==> src/svs_pkg.sv <==
// ----------------------------------------------------------------------------
// Sorted value stack package
// Shared constants, operation and status codes, and sequencer states for the
// sorted value stack.
// ----------------------------------------------------------------------------
package svs_pkg;

  // Default sizes for the top-level parameters.
  localparam int DEPTH_DEF      = 16;
  localparam int DATA_WIDTH_DEF = 32;

  // Fixed widths of the operation and status codes.
  localparam int OP_W     = 3;
  localparam int STATUS_W = 2;

  // Operation codes carried on the request side.
  typedef enum logic [OP_W-1:0] {
    OP_PUSH   = 3'd0,
    OP_INSERT = 3'd1,
    OP_DELNEG = 3'd2,
    OP_READ   = 3'd3,
    OP_CLEAR  = 3'd4
  } op_t;

  // Completion status codes carried on the result side.
  typedef enum logic [STATUS_W-1:0] {
    ST_OK    = 2'd0,
    ST_FULL  = 2'd1,
    ST_RANGE = 2'd2
  } status_t;

  // Sequencer states.
  typedef enum logic [2:0] {
    S_IDLE,
    S_SCAN,
    S_SHIFT,
    S_DELNEG,
    S_READ,
    S_DONE
  } state_t;

endpackage

==> src/sorted_value_stack_top.sv <==
// ----------------------------------------------------------------------------
// Sorted value stack
// Bounded ordered store of signed values with the top at position 0. Supports
// push, sorted insert, delete of negative entries, indexed read and clear.
// ----------------------------------------------------------------------------
//
// Channel  Dir  Handshake            Payload
// s_*      in   s_tvalid / s_tready  tuser: op; tdata: value, position
// m_*      out  m_tvalid / m_tready  tuser: status; tdata: count, read_value,
//                                    removed
//
// Entries live in one RAM with one read and one write port, and a small
// sequencer walks it one entry per cycle. Push, delete negatives and sorted
// insert walk the stored entries, the RAM port being the limit.
// A finished result waits in the output register while the next request is
// taken. Reset empties the store; the RAM contents are not cleared.
// ----------------------------------------------------------------------------
module sorted_value_stack_top #(
  parameter int DEPTH       = svs_pkg::DEPTH_DEF,
  parameter int DATA_WIDTH  = svs_pkg::DATA_WIDTH_DEF,
  localparam int POS_W      = $clog2(DEPTH),
  localparam int CNT_W      = $clog2(DEPTH + 1),
  localparam int S_TDATA_W  = ((DATA_WIDTH + POS_W + 7) / 8) * 8,
  localparam int M_TDATA_W  = ((CNT_W + DATA_WIDTH + CNT_W + 7) / 8) * 8
) (
  input  logic                          clk,
  input  logic                          rst,
  input  logic                          s_tvalid,
  output logic                          s_tready,
  input  logic [S_TDATA_W-1:0]          s_tdata,  // value, position
  input  logic [svs_pkg::OP_W-1:0]      s_tuser,  // op
  output logic                          m_tvalid,
  input  logic                          m_tready,
  output logic [M_TDATA_W-1:0]          m_tdata,  // count, read_value, removed
  output logic [svs_pkg::STATUS_W-1:0]  m_tuser   // status
);

  // Request fields.
  logic [DATA_WIDTH-1:0] in_value;
  logic [POS_W-1:0]      in_position;
  svs_pkg::op_t          in_op;

  assign in_value    = s_tdata[DATA_WIDTH-1:0];
  assign in_position = s_tdata[DATA_WIDTH +: POS_W];
  assign in_op       = svs_pkg::op_t'(s_tuser);

  // Sequencer and store state.
  svs_pkg::state_t       state, state_next;
  logic [CNT_W-1:0]      fill, fill_next;
  logic [CNT_W-1:0]      idx, idx_next;
  logic [CNT_W-1:0]      kpos, kpos_next;
  logic [CNT_W-1:0]      wr_addr, wr_addr_next;
  logic                  chk, chk_next;
  logic                  wr_pend, wr_pend_next;
  logic [DATA_WIDTH-1:0] value_r, value_r_next;

  // Result being built and the output register.
  svs_pkg::status_t      res_status, res_status_next;
  logic [DATA_WIDTH-1:0] res_rd, res_rd_next;
  logic [CNT_W-1:0]      res_removed, res_removed_next;
  logic                  m_tvalid_next;
  svs_pkg::status_t      out_status, out_status_next;
  logic [CNT_W-1:0]      out_count, out_count_next;
  logic [DATA_WIDTH-1:0] out_rd, out_rd_next;
  logic [CNT_W-1:0]      out_removed, out_removed_next;

  // RAM port signals.
  logic                  ram_we;
  logic [POS_W-1:0]      ram_waddr;
  logic [DATA_WIDTH-1:0] ram_wdata;
  logic [POS_W-1:0]      ram_raddr;
  logic [DATA_WIDTH-1:0] ram_rdata;

  logic [CNT_W-1:0]      idx_dec;
  logic                  full;
  logic                  rd_less;

  assign idx_dec = idx - 1'b1;
  assign full    = (fill == CNT_W'(DEPTH));
  // Signed compare: the entry just read is smaller than the held value.
  assign rd_less = $signed(ram_rdata) < $signed(value_r);

  svs_ram #(
    .WIDTH (DATA_WIDTH),
    .DEPTH (DEPTH)
  ) u_ram (
    .clk   (clk),
    .we    (ram_we),
    .waddr (ram_waddr),
    .wdata (ram_wdata),
    .raddr (ram_raddr),
    .rdata (ram_rdata)
  );

  // Control registers.
  always_ff @(posedge clk) begin
    if (rst) begin
      state    <= svs_pkg::S_IDLE;
      fill     <= '0;
      chk      <= 1'b0;
      wr_pend  <= 1'b0;
      m_tvalid <= 1'b0;
    end else begin
      state    <= state_next;
      fill     <= fill_next;
      chk      <= chk_next;
      wr_pend  <= wr_pend_next;
      m_tvalid <= m_tvalid_next;
    end
  end

  // Payload registers.
  always_ff @(posedge clk) begin
    idx         <= idx_next;
    kpos        <= kpos_next;
    wr_addr     <= wr_addr_next;
    value_r     <= value_r_next;
    res_status  <= res_status_next;
    res_rd      <= res_rd_next;
    res_removed <= res_removed_next;
    out_status  <= out_status_next;
    out_count   <= out_count_next;
    out_rd      <= out_rd_next;
    out_removed <= out_removed_next;
  end

  // Sequencer: next state, RAM control and result building.
  always_comb begin
    state_next       = state;
    fill_next        = fill;
    idx_next         = idx;
    kpos_next        = kpos;
    wr_addr_next     = wr_addr;
    chk_next         = chk;
    wr_pend_next     = wr_pend;
    value_r_next     = value_r;
    res_status_next  = res_status;
    res_rd_next      = res_rd;
    res_removed_next = res_removed;
    out_status_next  = out_status;
    out_count_next   = out_count;
    out_rd_next      = out_rd;
    out_removed_next = out_removed;
    ram_we           = 1'b0;
    ram_waddr        = '0;
    ram_wdata        = ram_rdata;
    ram_raddr        = '0;
    s_tready         = (state == svs_pkg::S_IDLE);

    // The output register empties when the result is taken.
    m_tvalid_next = m_tvalid && !m_tready;

    unique case (state)
      svs_pkg::S_IDLE: begin
        if (s_tvalid) begin
          value_r_next     = in_value;
          res_status_next  = svs_pkg::ST_OK;
          res_rd_next      = '0;
          res_removed_next = '0;
          chk_next         = 1'b0;
          wr_pend_next     = 1'b0;
          idx_next         = '0;
          kpos_next        = '0;
          state_next       = svs_pkg::S_DONE;
          unique case (in_op)
            svs_pkg::OP_PUSH: begin
              if (full) begin
                res_status_next = svs_pkg::ST_FULL;
              end else begin
                idx_next   = fill;
                state_next = svs_pkg::S_SHIFT;
              end
            end
            svs_pkg::OP_INSERT: begin
              if (full) begin
                res_status_next = svs_pkg::ST_FULL;
              end else begin
                state_next = svs_pkg::S_SCAN;
              end
            end
            svs_pkg::OP_DELNEG: begin
              state_next = svs_pkg::S_DELNEG;
            end
            svs_pkg::OP_READ: begin
              if (CNT_W'(in_position) >= fill) begin
                res_status_next = svs_pkg::ST_RANGE;
              end else begin
                ram_raddr  = in_position;
                state_next = svs_pkg::S_READ;
              end
            end
            svs_pkg::OP_CLEAR: begin
              res_removed_next = fill;
              fill_next        = '0;
            end
            default: begin
              // Unused codes leave the store alone and report ok.
            end
          endcase
        end
      end

      svs_pkg::S_SCAN: begin
        // Walk from the top until an entry smaller than the value shows up.
        if (chk && rd_less) begin
          kpos_next    = idx_dec;
          idx_next     = fill;
          chk_next     = 1'b0;
          wr_pend_next = 1'b0;
          state_next   = svs_pkg::S_SHIFT;
        end else if (idx == fill) begin
          kpos_next    = fill;
          chk_next     = 1'b0;
          wr_pend_next = 1'b0;
          state_next   = svs_pkg::S_SHIFT;
        end else begin
          ram_raddr = idx[POS_W-1:0];
          chk_next  = 1'b1;
          idx_next  = idx + 1'b1;
        end
      end

      svs_pkg::S_SHIFT: begin
        // Move entries down one slot from the bottom, then drop the value in.
        if (wr_pend) begin
          ram_we    = 1'b1;
          ram_waddr = wr_addr[POS_W-1:0];
          ram_wdata = ram_rdata;
        end
        if (idx > kpos) begin
          ram_raddr    = idx_dec[POS_W-1:0];
          wr_pend_next = 1'b1;
          wr_addr_next = idx;
          idx_next     = idx_dec;
        end else if (wr_pend) begin
          wr_pend_next = 1'b0;
        end else begin
          ram_we     = 1'b1;
          ram_waddr  = kpos[POS_W-1:0];
          ram_wdata  = value_r;
          fill_next  = fill + 1'b1;
          state_next = svs_pkg::S_DONE;
        end
      end

      svs_pkg::S_DELNEG: begin
        // Compact the non-negative entries toward the top in order.
        if (chk && !ram_rdata[DATA_WIDTH-1]) begin
          ram_we    = 1'b1;
          ram_waddr = kpos[POS_W-1:0];
          ram_wdata = ram_rdata;
          kpos_next = kpos + 1'b1;
        end
        if (idx < fill) begin
          ram_raddr = idx[POS_W-1:0];
          chk_next  = 1'b1;
          idx_next  = idx + 1'b1;
        end else if (chk) begin
          chk_next = 1'b0;
        end else begin
          res_removed_next = fill - kpos;
          fill_next        = kpos;
          state_next       = svs_pkg::S_DONE;
        end
      end

      svs_pkg::S_READ: begin
        res_rd_next = ram_rdata;
        state_next  = svs_pkg::S_DONE;
      end

      svs_pkg::S_DONE: begin
        // Hand the result to the output register once it is free.
        if (!m_tvalid || m_tready) begin
          m_tvalid_next    = 1'b1;
          out_status_next  = res_status;
          out_count_next   = fill;
          out_rd_next      = res_rd;
          out_removed_next = res_removed;
          state_next       = svs_pkg::S_IDLE;
        end
      end

      default: begin
        state_next = svs_pkg::S_IDLE;
      end
    endcase
  end

  // Result payload.
  assign m_tuser = out_status;
  assign m_tdata = M_TDATA_W'({out_removed, out_rd, out_count});

endmodule

==> src/svs_ram.sv <==
// ----------------------------------------------------------------------------
// Sorted value stack RAM
// Generic single-write, single-read memory with a registered read port.
// ----------------------------------------------------------------------------
module svs_ram #(
  parameter int WIDTH = svs_pkg::DATA_WIDTH_DEF,
  parameter int DEPTH = svs_pkg::DEPTH_DEF,
  localparam int AW   = $clog2(DEPTH)
) (
  input  logic             clk,
  input  logic             we,
  input  logic [AW-1:0]    waddr,
  input  logic [WIDTH-1:0] wdata,
  input  logic [AW-1:0]    raddr,
  output logic [WIDTH-1:0] rdata
);

  logic [WIDTH-1:0] mem [DEPTH];

  // Write port and registered read port.
  always_ff @(posedge clk) begin
    if (we) begin
      mem[waddr] <= wdata;
    end
    rdata <= mem[raddr];
  end

endmodule

==> config.mk <==
export PLATFORM = sky130hd
export DESIGN_NAME = sorted_value_stack_top
export DESIGN_NICKNAME = d
export VERILOG_FILES = /design/src/svs_pkg.sv /design/src/sorted_value_stack_top.sv /design/src/svs_ram.sv
export SDC_FILE = /design/constraint.sdc
export NUM_CORES = 1
export LEC_CHECK = 0
export ABC_CLOCK_PERIOD_IN_PS = 7600
export BUFFER_PORTS_ARGS = -buffer_cell sky130_fd_sc_hd__buf_4
export CAP_MARGIN = 10
export CORE_AREA = 2 2 273 275
export CTS_BUF_LIST = sky130_fd_sc_hd__clkbuf_4 sky130_fd_sc_hd__clkbuf_8
export CTS_CLUSTER_SIZE = 30
export DETAILED_ROUTE_END_ITERATION = 12
export DIE_AREA = 0 0 275 277
export PLACE_DENSITY = 0.5
export RECOVER_POWER = 25
export SLEW_MARGIN = 20
export SYNTH_ARGS = -nofsm -noshare
export SYNTH_HDL_FRONTEND = slang
export SYNTH_SLANG_ARGS = --single-unit
==> constraint.sdc <==
create_clock -name clk -period 7.6 [get_ports clk]
set_input_delay 1.52 -clock clk [delete_from_list [all_inputs] [get_ports clk]]
set_output_delay 1.52 -clock clk [all_outputs]
set_load 0.03 [all_outputs]
==> flow_metrics.env, run 1 <==
export IMPL_r2r_start="value_r[15]"
export IMPL_critPathCaptureType="register"
export IMPL_netSwitchingFraction=0.339
export IMPL_synthTopCellsByCount="edfxtp_1 (641), nand2_1 (107), mux4_2 (96)"
export IMPL_worstPathMaxFanout=59
export IMPL_yosysMostFrequentCell="edfxtp_1"
export IMPL_cts_resized=0
export IMPL_fmax_ghz=0.178
export IMPL_pwr_share_seq=0.422
export IMPL_setup_tns_ns=0
export IMPL_min_path_type="register to register"
export IMPL_switching_power_mw=4.44
export IMPL_synth_top_area_cell="edfxtp_1"
export IMPL_arrival_ns=6.19
export IMPL_ir_drop_mv=0.220
export IMPL_antenna_found_initial=1
export IMPL_synth_seq_cells=684
export IMPL_post_synth_num_cell_types=68
export IMPL_die_area_um2=76200
export IMPL_io_buffers=88
export IMPL_synth_edf_count=641
export IMPL_clockBufferDepth=3
export IMPL_cp_start_kind="register"
export IMPL_clkSinkCount=684
export IMPL_cts_made_buffers=114
export IMPL_crit_chain="inv_1 > ha_1 > nand2_1 > nor4_1 > o311ai_0 > a211oi_1 > nor4_1 > o311ai_4 > buf_4 > mux4_2 > a22o_1 > a211o_1"
export IMPL_coreArea_um2=73600
export IMPL_grt_max_degree=101
export IMPL_num_rows=100
export IMPL_syn_area_per_cell_um2=16.9
export IMPL_r2r_cells=12
export IMPL_min_delay_path_depth=0
export IMPL_start_util=0.375
export IMPL_slew_violations=151
export IMPL_vias=15400
export IMPL_ant_nets=0
export IMPL_holdBufCountCts=0
export IMPL_synth_top_area_frac=0.698
export IMPL_areaGrowthSynthToFinish_pct=15.9
export IMPL_clockRootBuffer="clkbuf_8"
export IMPL_drtIter0Drc=1174
export IMPL_async_flop_share=0
export IMPL_grt_pass1_wl_um=104000
export IMPL_clkTransAtPathRegs_ns=0.06
export IMPL_setup_viol_count_final=0
export IMPL_crit_family="compound AO/OA/AOI/OAI gates"
export IMPL_r2r_end="u_ram.rdata[30]"
export IMPL_worst_clock_skew_ns=0.0284
export IMPL_htreeDepth=3
export IMPL_min_period_over_period=0.738
export IMPL_postCtsSetupBuffers=0
export IMPL_drc=0
export IMPL_cp_depth=12
export IMPL_drive_above_1_share=0.226
export IMPL_rsz0062_at_grt="false"
export IMPL_drv_cap=5
export IMPL_slew_headroom=-0.553
export IMPL_postPlaceCellArea_um2=29800
export IMPL_utilization=0.434
export IMPL_stdcell_area_um2=32000
export IMPL_finalHoldViolCount=0
export IMPL_cellInternalPower_mw=8.67
export IMPL_cts_tree="built"
export IMPL_synth_main_ff_cell="edfxtp_1"
export IMPL_synth_cells=1633
export IMPL_critPathSlowestCell="nor4_1"
export IMPL_crit_buf_inv=2
export IMPL_yosys_warnings=0
export IMPL_synth_cell_area_um2=27600
export IMPL_first_pass_iters=5
export IMPL_grt_ovfl_total=0
export IMPL_ios=99
export IMPL_p_leak_nw=10.8
export IMPL_clk_latency_ns=0.71
export IMPL_gp_congestion=0.809
export IMPL_drt_total_wl_um=71200
export IMPL_die_width_um=275
export IMPL_layout_nets=1915
export IMPL_fp_dieH_um=277
export IMPL_grt_use_total=0.187
export IMPL_wl_per_cell_um=24.7
export IMPL_yosysSeqAreaShare=0.729
export IMPL_grt_pass1_vias=16000
export IMPL_critPathRequiredTime_ns=8.18
export IMPL_critPathMaxStageDelay_ns=0.89
export IMPL_worst_slew_pin_slew_ns=2.32
export IMPL_hp_start="res_rd[11]"
export IMPL_cpMostUsedCell="nor4_1"
export IMPL_worstSetupPathType="register to register"
export IMPL_hold_end="out_rd[11]"
export IMPL_status="finished with violations"
export IMPL_p_comb_frac=0.323
export IMPL_violations="capacitance limit, slew limit"
export IMPL_power_density_nw_per_um2=410
export IMPL_clock_power_share=0.256
export IMPL_synth_area_top_cells="edfxtp_1 (70%), mux4_2 (7.8%), dfxtp_1 (3.1%), ha_1 (2.5%), nand2_1 (1.5%)"
export IMPL_finalCriticalPeriod_ns=5.61
export IMPL_dp_hpwl_um=39800
export IMPL_rrSetupSlack_ns=1.99
export IMPL_via_per_inst=5.35
## cell usage in the layout, fill, tap and decap left out, types with 32 or more instances in the layout
| cell | netlist | routed |
|---|---|---|
| o21ai_0 | 74 | 74 |
| nor2_1 | 53 | 36 |
| a21oi_1 | 35 | 35 |
| a211o_1 | 32 | 32 |
| edfxtp_1 | 641 | 641 |
| inv_1 | 53 | 52 |
| a22oi_1 | 32 | 32 |
| nand2_1 | 107 | 106 |
| a32oi_1 | 35 | 35 |
| clkbuf_1 | 69 | 56 |
| and3_1 | 36 | 36 |
| buf_4 | 7 | 66 |
| ha_1 | 54 | 54 |
| dfxtp_1 | 43 | 43 |
| clkbuf_8 | 0 | 131 |
| clkbuf_4 | 0 | 69 |
| and2_1 | 35 | 34 |
| a221oi_1 | 34 | 34 |
| mux4_2 | 96 | 96 |
| nand3_1 | 40 | 40 |
## worst reg2reg max path, delay by kind of cell, from the launching register on
kind	cells	cell delay [ns]
AOI/OAI and AO/OA	5	2.36
and+or+nand+nor	3	1.32
buffers and inverters	2	0.80
muxes	1	0.43
DFF	1	0.32
adders and majority gates	1	0.29
## state kept, by name, indices dropped and copies added, names as in the netlist
name         flops
m_tuser          2
value_r         32
u_ram.rdata     32
out_removed      5
chk              1
wr_pend          1
kpos             5
out_rd          32
res_status       2
out_count        5
fill             5
idx              5
res_rd          32
u_ram.mem      512
res_removed      5
state            3
m_tvalid         1
wr_addr          4
## logic make-up after synthesis
kind of cell	after synthesis	synth area share
AOI/OAI and AO/OA	302	0.0783
xor gates and xnor gates	15	0.00476
adders and majority gates	55	0.0252
buffers and inverters	151	0.0236
DFF	684	0.729
muxes	103	0.0810
other	1	0.000136
and+or+nand+nor	322	0.0576
## metal layers
layer | vias up | wire length (µm) | global-route usage
met5 | - | 0 | 0
met4 | 0 | 1640 | 0.0626
met3 | 125 | 3900 | 0.0336
met2 | 482 | 35500 | 0.317
met1 | 7895 | 30100 | 0.241
li1 | 6911 | - | -
## worst max path at each step
stage | slack, ns | end | startpoint
finish | 1.99 | u_ram.rdata[30] | value_r[15]
global route | 1.84 | u_ram.rdata[30] | value_r[15]
CTS | 2.15 | u_ram.mem[11][22] | kpos[1]
detailed placement | 2.19 | u_ram.mem[11][13] | kpos[1]
global placement | 2.22 | u_ram.mem[11][13] | kpos[1]
floorplan | 3.26 | u_ram.mem[10][0] | kpos[2]
## layout make-up
type,instances,area [µm²]
fillers,6556,41600
flip-flops and latches,684,20100
multi-input cells,803,7020
clock buffers,168,2080
well taps,969,1210
repair buffers,157,1010
clock inverters,48,322
inverters,53,200
diodes,1,2.50
## power by group through the flow
stage                     sequential, mW  clock (mW)  combinational [mW]
after floorplan                     5.54           0                2.83
after global placement              5.58           0                4.25
after detailed placement            5.59           0                4.32
after CTS                           5.52        3.43                4.33
after global routing                5.57        3.60                4.65
final                               5.53        3.35                4.23
## metrics by stage
step                hold slack, ns  std cells  total power, mW  worst slack, ns
floorplan                    0.400       1638             8.37             3.26
global placement             0.401       2666             9.83             2.22
detailed placement           0.405       2666             9.91             2.19
CTS                          0.414       2882             13.3             2.15
global route                 0.429       2883             13.8             1.84
finish                       0.416       2883             13.1             1.99
Power figures use the tool's default switching activity.
==> inputs of run 2 (changes only) <==
ABC_CLOCK_PERIOD_IN_PS = 4500   (was 7600)
PLACE_DENSITY = 0.52   (was 0.5)
clock period = 4.5 ns   (was 7.6 ns; I/O delays follow)
==> flow_metrics.env, run 2 (same netlist as run 1, synthesis figures left out) <==
export IMPL_critPathRequiredTime_ns=5.14
export IMPL_die_width_um=275
export IMPL_clockRootBuffer="clkbuf_8"
export IMPL_slew_violations=91
export IMPL_ios=99
export IMPL_antenna_found_initial=1
export IMPL_layout_commonest_cell="edfxtp_1"
export IMPL_wl_per_cell_um=23.8
export IMPL_critPathCaptureType="register"
export IMPL_worstSetupPathType="register to register"
export IMPL_finalHoldViolCount=0
export IMPL_cellInternalPower_mw=15.1
export IMPL_min_path_type="input port to register"
export IMPL_clock_power_share=0.248
export IMPL_drt_total_wl_um=70300
export IMPL_num_rows=100
export IMPL_clkSinkCount=684
export IMPL_gp_congestion=0.855
export IMPL_grt_max_degree=66
export IMPL_grt_pass1_vias=16300
export IMPL_drv_cap=3
export IMPL_setup_tns_ns=0
export IMPL_power_density_nw_per_um2=691
export IMPL_top_register="u_ram.mem"
export IMPL_place_ws_ns=0.362
export IMPL_holdBufCountCts=0
export IMPL_drive_above_1_share=0.245
export IMPL_fp_dieH_um=277
export IMPL_p_leak_nw=11.2
export IMPL_first_pass_iters=5
export IMPL_cpMostUsedCell="buf_4"
export IMPL_finalCriticalPeriod_ns=4.18
export IMPL_dp_hpwl_um=42500
export IMPL_clockBufferDepth=3
export IMPL_drc=0
export IMPL_crit_chain="inv_1 > ha_1 > a21oi_1 > o21ai_0 > a221oi_1 > buf_4 > a211oi_1 > buf_4 > nor4_1 > buf_4 > o311a_1 > nor3b_2 > buf_12 > a22oi_1 > nand3_1"
export IMPL_status="finished with violations"
export IMPL_netSwitchingFraction=0.331
export IMPL_stdcell_area_um2=32800
export IMPL_critPathMaxStageDelay_ns=0.55
export IMPL_placed_cells=2734
export IMPL_coreArea_um2=73600
export IMPL_min_period_over_period=0.928
export IMPL_cts_resized=0
export IMPL_postPlaceCellArea_um2=30600
export IMPL_switching_power_mw=7.51
export IMPL_rsz0062_at_grt="false"
export IMPL_postCtsSetupBuffers=0
export IMPL_start_util=0.375
export IMPL_crit_buf_inv=5
export IMPL_worst_slew_pin_slew_ns=2.05
export IMPL_critPathSlowestCell="nor4_1"
export IMPL_pwr_share_seq=0.412
export IMPL_worst_clock_skew_ns=0.0479
export IMPL_grt_ovfl_total=0
export IMPL_layout_nets=1981
export IMPL_die_area_um2=76200
export IMPL_io_buffers=88
export IMPL_clkTransAtPathRegs_ns=0.06
export IMPL_layout_common_cells="edfxtp_1 (641), clkbuf_8 (124), nand2_1 (105)"
export IMPL_setup_ws_ns=0.322
export IMPL_grt_use_total=0.186
export IMPL_grt_pass1_wl_um=104000
export IMPL_arrival_ns=4.82
export IMPL_setup_viol_count_final=0
export IMPL_htreeDepth=3
export IMPL_slew_headroom=-0.366
export IMPL_cp_start_kind="register"
export IMPL_areaGrowthSynthToFinish_pct=18.8
export IMPL_via_per_inst=5.32
export IMPL_violations="capacitance limit, slew limit"
export IMPL_fmax_ghz=0.239
export IMPL_cts_tree="built"
export IMPL_vias=15700
export IMPL_ir_drop_mv=0.307
export IMPL_largest_reg_flops=512
export IMPL_drtIter0Drc=1182
export IMPL_final_cells=2949
export IMPL_clk_latency_ns=0.72
export IMPL_cts_made_buffers=112
export IMPL_worstPathMaxFanout=19
export IMPL_n_fill_cell=6562
export IMPL_p_comb_frac=0.341
export IMPL_crit_family="compound AO/OA/AOI/OAI gates"
export IMPL_ant_nets=0
==> run 2: changes by cell type in the layout (fill, tap and decap cells not counted), sizes merged <==
cell      previous run  this run
inv                 54        55
clkinvlp             6         1
diode                1         3
bufinv               3         4
clkbuf             256       271
buf                 69       130
clkinv              38        29
==> run 2: worst register-to-register path: cells and delay by family, from the launching register on <==
family / cells / cell delay, ns
AOI/OAI and AO/OA: 6 / 1.42
adders and majority gates: 1 / 0.26
buffers and inverters: 5 / 0.95
DFF: 1 / 0.35
and+or+nand+nor: 3 / 1.11
==> run 2: layout make-up <==
| type | count | area, µm² | share of cell area |
|---|---|---|---|
| diodes | 3 | 7.51 | 0.000229 |
| flip-flops and latches | 684 | 20100 | 0.614 |
| clock inverters | 36 | 279 | 0.00852 |
| multi-input cells | 803 | 7010 | 0.214 |
| repair buffers | 225 | 1840 | 0.0562 |
| well taps | 969 | 1210 | 0.0370 |
| clock buffers | 176 | 2100 | 0.0640 |
| inverters | 53 | 199 | 0.00607 |
==> run 2: worst paths after layout <==
check / from / endpoint / slack [ns] / depth (start not counted)
max: value_r[5] / u_ram.rdata[31] / 0.32 / 15
max reg2reg: value_r[5] / u_ram.rdata[31] / 0.32 / 15
min: s_tdata[5] / value_r[5] / 0.38 / 1
min reg2reg: res_rd[20] / out_rd[20] / 0.40 / 0
==> run 2: metal layers <==
| layer | GRT usage | wire (µm) | vias to the layer above |
|---|---|---|---|
| met5 | 0 | 0 | - |
| li1 | - | - | 7051 |
| met3 | 0.0316 | 3910 | 132 |
| met1 | 0.255 | 30800 | 8025 |
| met2 | 0.298 | 33600 | 491 |
| met4 | 0.0679 | 2040 | 0 |
==> run 2: power groups by stage <==
stage,Clock [mW],Sequential [mW],Combinational [mW]
finish,5.61,9.32,7.72
global route,6.02,9.39,8.48
CTS,5.75,9.32,7.94
detailed placement,0,9.45,7.91
global placement,0,9.42,7.78
floorplan,0,9.36,4.78
==> run 2: per-stage QoR <==
stage / util / power (mW) / hold slack (ns)
2_1_floorplan: - / 14.1 / 0.400
3_3_place_gp: 0.416 / 17.2 / 0.402
3_5_place_dp: 0.416 / 17.4 / 0.405
4_1_cts: 0.449 / 23.0 / 0.292
5_1_grt: 0.445 / 23.9 / 0.338
6_report: 0.445 / 22.6 / 0.376
==> inputs of run 3 (changes only) <==
CORE_AREA = 3 3 274 276   (was 2 2 273 275)
DIE_AREA = 0 0 277 279   (was 0 0 275 277)
==> flow_metrics.env, run 3 (same netlist as run 1, synthesis figures left out) <==
export IMPL_rrSetupSlack_ns=0.15
export IMPL_first_pass_iters=5
export IMPL_clk_latency_ns=0.70
export IMPL_r2r_cells=13
export IMPL_slew_headroom=-0.325
export IMPL_grt_ovfl_total=0
export IMPL_layout_common_cells="edfxtp_1 (641), clkbuf_8 (129), nand2_1 (105)"
export IMPL_start_util=0.379
export IMPL_rsz0062_at_grt="false"
export IMPL_postCtsSetupBuffers=0
export IMPL_clockBufferDepth=3
export IMPL_multi_input_area_um2=7030
export IMPL_grt_max_degree=66
export IMPL_layout_nets=1943
export IMPL_worst_clock_skew_ns=0.0292
export IMPL_stdcell_area_um2=32500
export IMPL_endpoint="u_ram.rdata[7]"
export IMPL_gp_congestion=0.835
export IMPL_io_buffers=88
export IMPL_ir_drop_mv=0.332
export IMPL_power_density_nw_per_um2=693
export IMPL_p_comb_frac=0.335
export IMPL_dp_hpwl_um=39100
export IMPL_top_register="u_ram.mem"
export IMPL_finalCriticalPeriod_ns=4.35
export IMPL_cp_start_kind="register"
export IMPL_clockRootBuffer="clkbuf_8"
export IMPL_wl_per_cell_um=24.0
export IMPL_switching_power_mw=7.44
export IMPL_htreeDepth=3
export IMPL_arrival_ns=4.92
export IMPL_grt_pass1_wl_um=103000
export IMPL_cts_tree="built"
export IMPL_critPathRequiredTime_ns=5.07
export IMPL_fmax_ghz=0.230
export IMPL_drt_total_wl_um=69600
export IMPL_antenna_found_initial=2
export IMPL_via_per_inst=5.36
export IMPL_layout_commonest_cell="edfxtp_1"
export IMPL_drive_above_1_share=0.230
export IMPL_coreArea_um2=72800
export IMPL_cts_made_buffers=112
export IMPL_ios=99
export IMPL_worst_slew_pin_slew_ns=1.99
export IMPL_min_path_type="input port to register"
export IMPL_fp_dieH_um=279
export IMPL_cts_resized=0
export IMPL_violations="capacitance limit, slew limit"
export IMPL_setup_viol_count_final=0
export IMPL_ant_nets=0
export IMPL_register_area_um2=20100
export IMPL_drv_cap=2
export IMPL_r2r_end="u_ram.rdata[7]"
export IMPL_crit_path_start="value_r[7]"
export IMPL_clkTransAtPathRegs_ns=0.06
export IMPL_die_width_um=277
export IMPL_postPlaceCellArea_um2=30300
export IMPL_min_period_over_period=0.966
export IMPL_drc=0
export IMPL_critPathCaptureType="register"
export IMPL_drtIter0Drc=1021
export IMPL_grt_pass1_vias=15800
export IMPL_die_area_um2=77300
export IMPL_num_rows=99
export IMPL_areaGrowthSynthToFinish_pct=17.7
export IMPL_clock_power_share=0.251
export IMPL_status="finished with violations"
export IMPL_worstPathMaxFanout=49
export IMPL_worstSetupPathType="register to register"
export IMPL_slew_violations=71
export IMPL_n_fill_cell=6452
export IMPL_finalHoldViolCount=0
export IMPL_r2r_start="value_r[7]"
export IMPL_vias=15500
export IMPL_pwr_share_seq=0.414
export IMPL_p_leak_nw=11.0
export IMPL_largest_reg_flops=512
export IMPL_grt_use_total=0.178
export IMPL_cellInternalPower_mw=15.0
export IMPL_netSwitchingFraction=0.331
export IMPL_clkSinkCount=684
export IMPL_holdBufCountCts=0
export IMPL_setup_tns_ns=0
==> run 3: cell types whose count changed in the layout (fill, tap and decap cells not counted), sizes merged <==
cell and change:
buf -36, clkinv -1, diode -1, clkbuf -3
==> run 3: layout make-up <==
type | count | share of cell area
tap | 959 | 0.0370
clock inverter | 35 | 0.00844
antenna | 2 | 0.000154
timing repair buffer | 187 | 0.0466
sequential | 684 | 0.620
clock buffer | 175 | 0.0653
multi-input combinational | 803 | 0.217
inverter | 53 | 0.00613
==> run 3: worst min-delay path by stage <==
| stage | from | end | cells after the start |
|---|---|---|---|
| 2_1_floorplan | res_status[0] | m_tuser[0] | 0 |
| 3_3_place_gp | res_rd[20] | out_rd[20] | 0 |
| 3_5_place_dp | res_rd[7] | out_rd[7] | 0 |
| 4_1_cts | s_tdata[23] | value_r[23] | 1 |
| 5_1_grt | s_tdata[23] | value_r[23] | 1 |
| 6_report | s_tdata[23] | value_r[23] | 1 |
==> run 3: power groups by stage <==
stage / registers (mW) / clock network [mW] / logic [mW]
2_1_floorplan: 9.36 / 0 / 4.78
3_3_place_gp: 9.41 / 0 / 7.56
3_5_place_dp: 9.43 / 0 / 7.72
4_1_cts: 9.31 / 5.80 / 7.74
5_1_grt: 9.38 / 6.09 / 8.25
6_report: 9.31 / 5.63 / 7.54
==> run 3: per-stage QoR <==
stage	util	total power, mW	hold WS, ns	std cells	setup slack, ns
after floorplan	-	14.1	0.400	1638	0.161
after global placement	0.416	17.0	0.400	2686	0.125
after detailed placement	0.416	17.2	0.405	2686	0.178
after CTS	0.449	22.9	0.293	2896	0.140
after global routing	0.446	23.7	0.334	2897	0.0458
final	0.446	22.5	0.398	2898	0.154
==> run 3: worst max-delay path, cell delays in order, from the launching register on <==
cell and delay [ns]:
edfxtp_1 0.42, inv_1 0.10, ha_1 0.25, a21oi_1 0.14, o21ai_0 0.20, a221oi_1 0.88, a211oi_2 0.32, nor4_1 0.60
o311ai_4 0.18, buf_12 0.20, buf_12 0.20, mux4_2 0.32, a22oi_1 0.26, nand3_1 0.11
==> run 3: per-layer routing <==
metal / GRT usage / part of all wire / vias to the layer above
met5: 0 / 0 / -
met4: 0.0616 / 0.024 / 0
met3: 0.0290 / 0.049 / 123
met2: 0.300 / 0.50 / 459
met1: 0.236 / 0.43 / 7974
li1: - / - / 6977
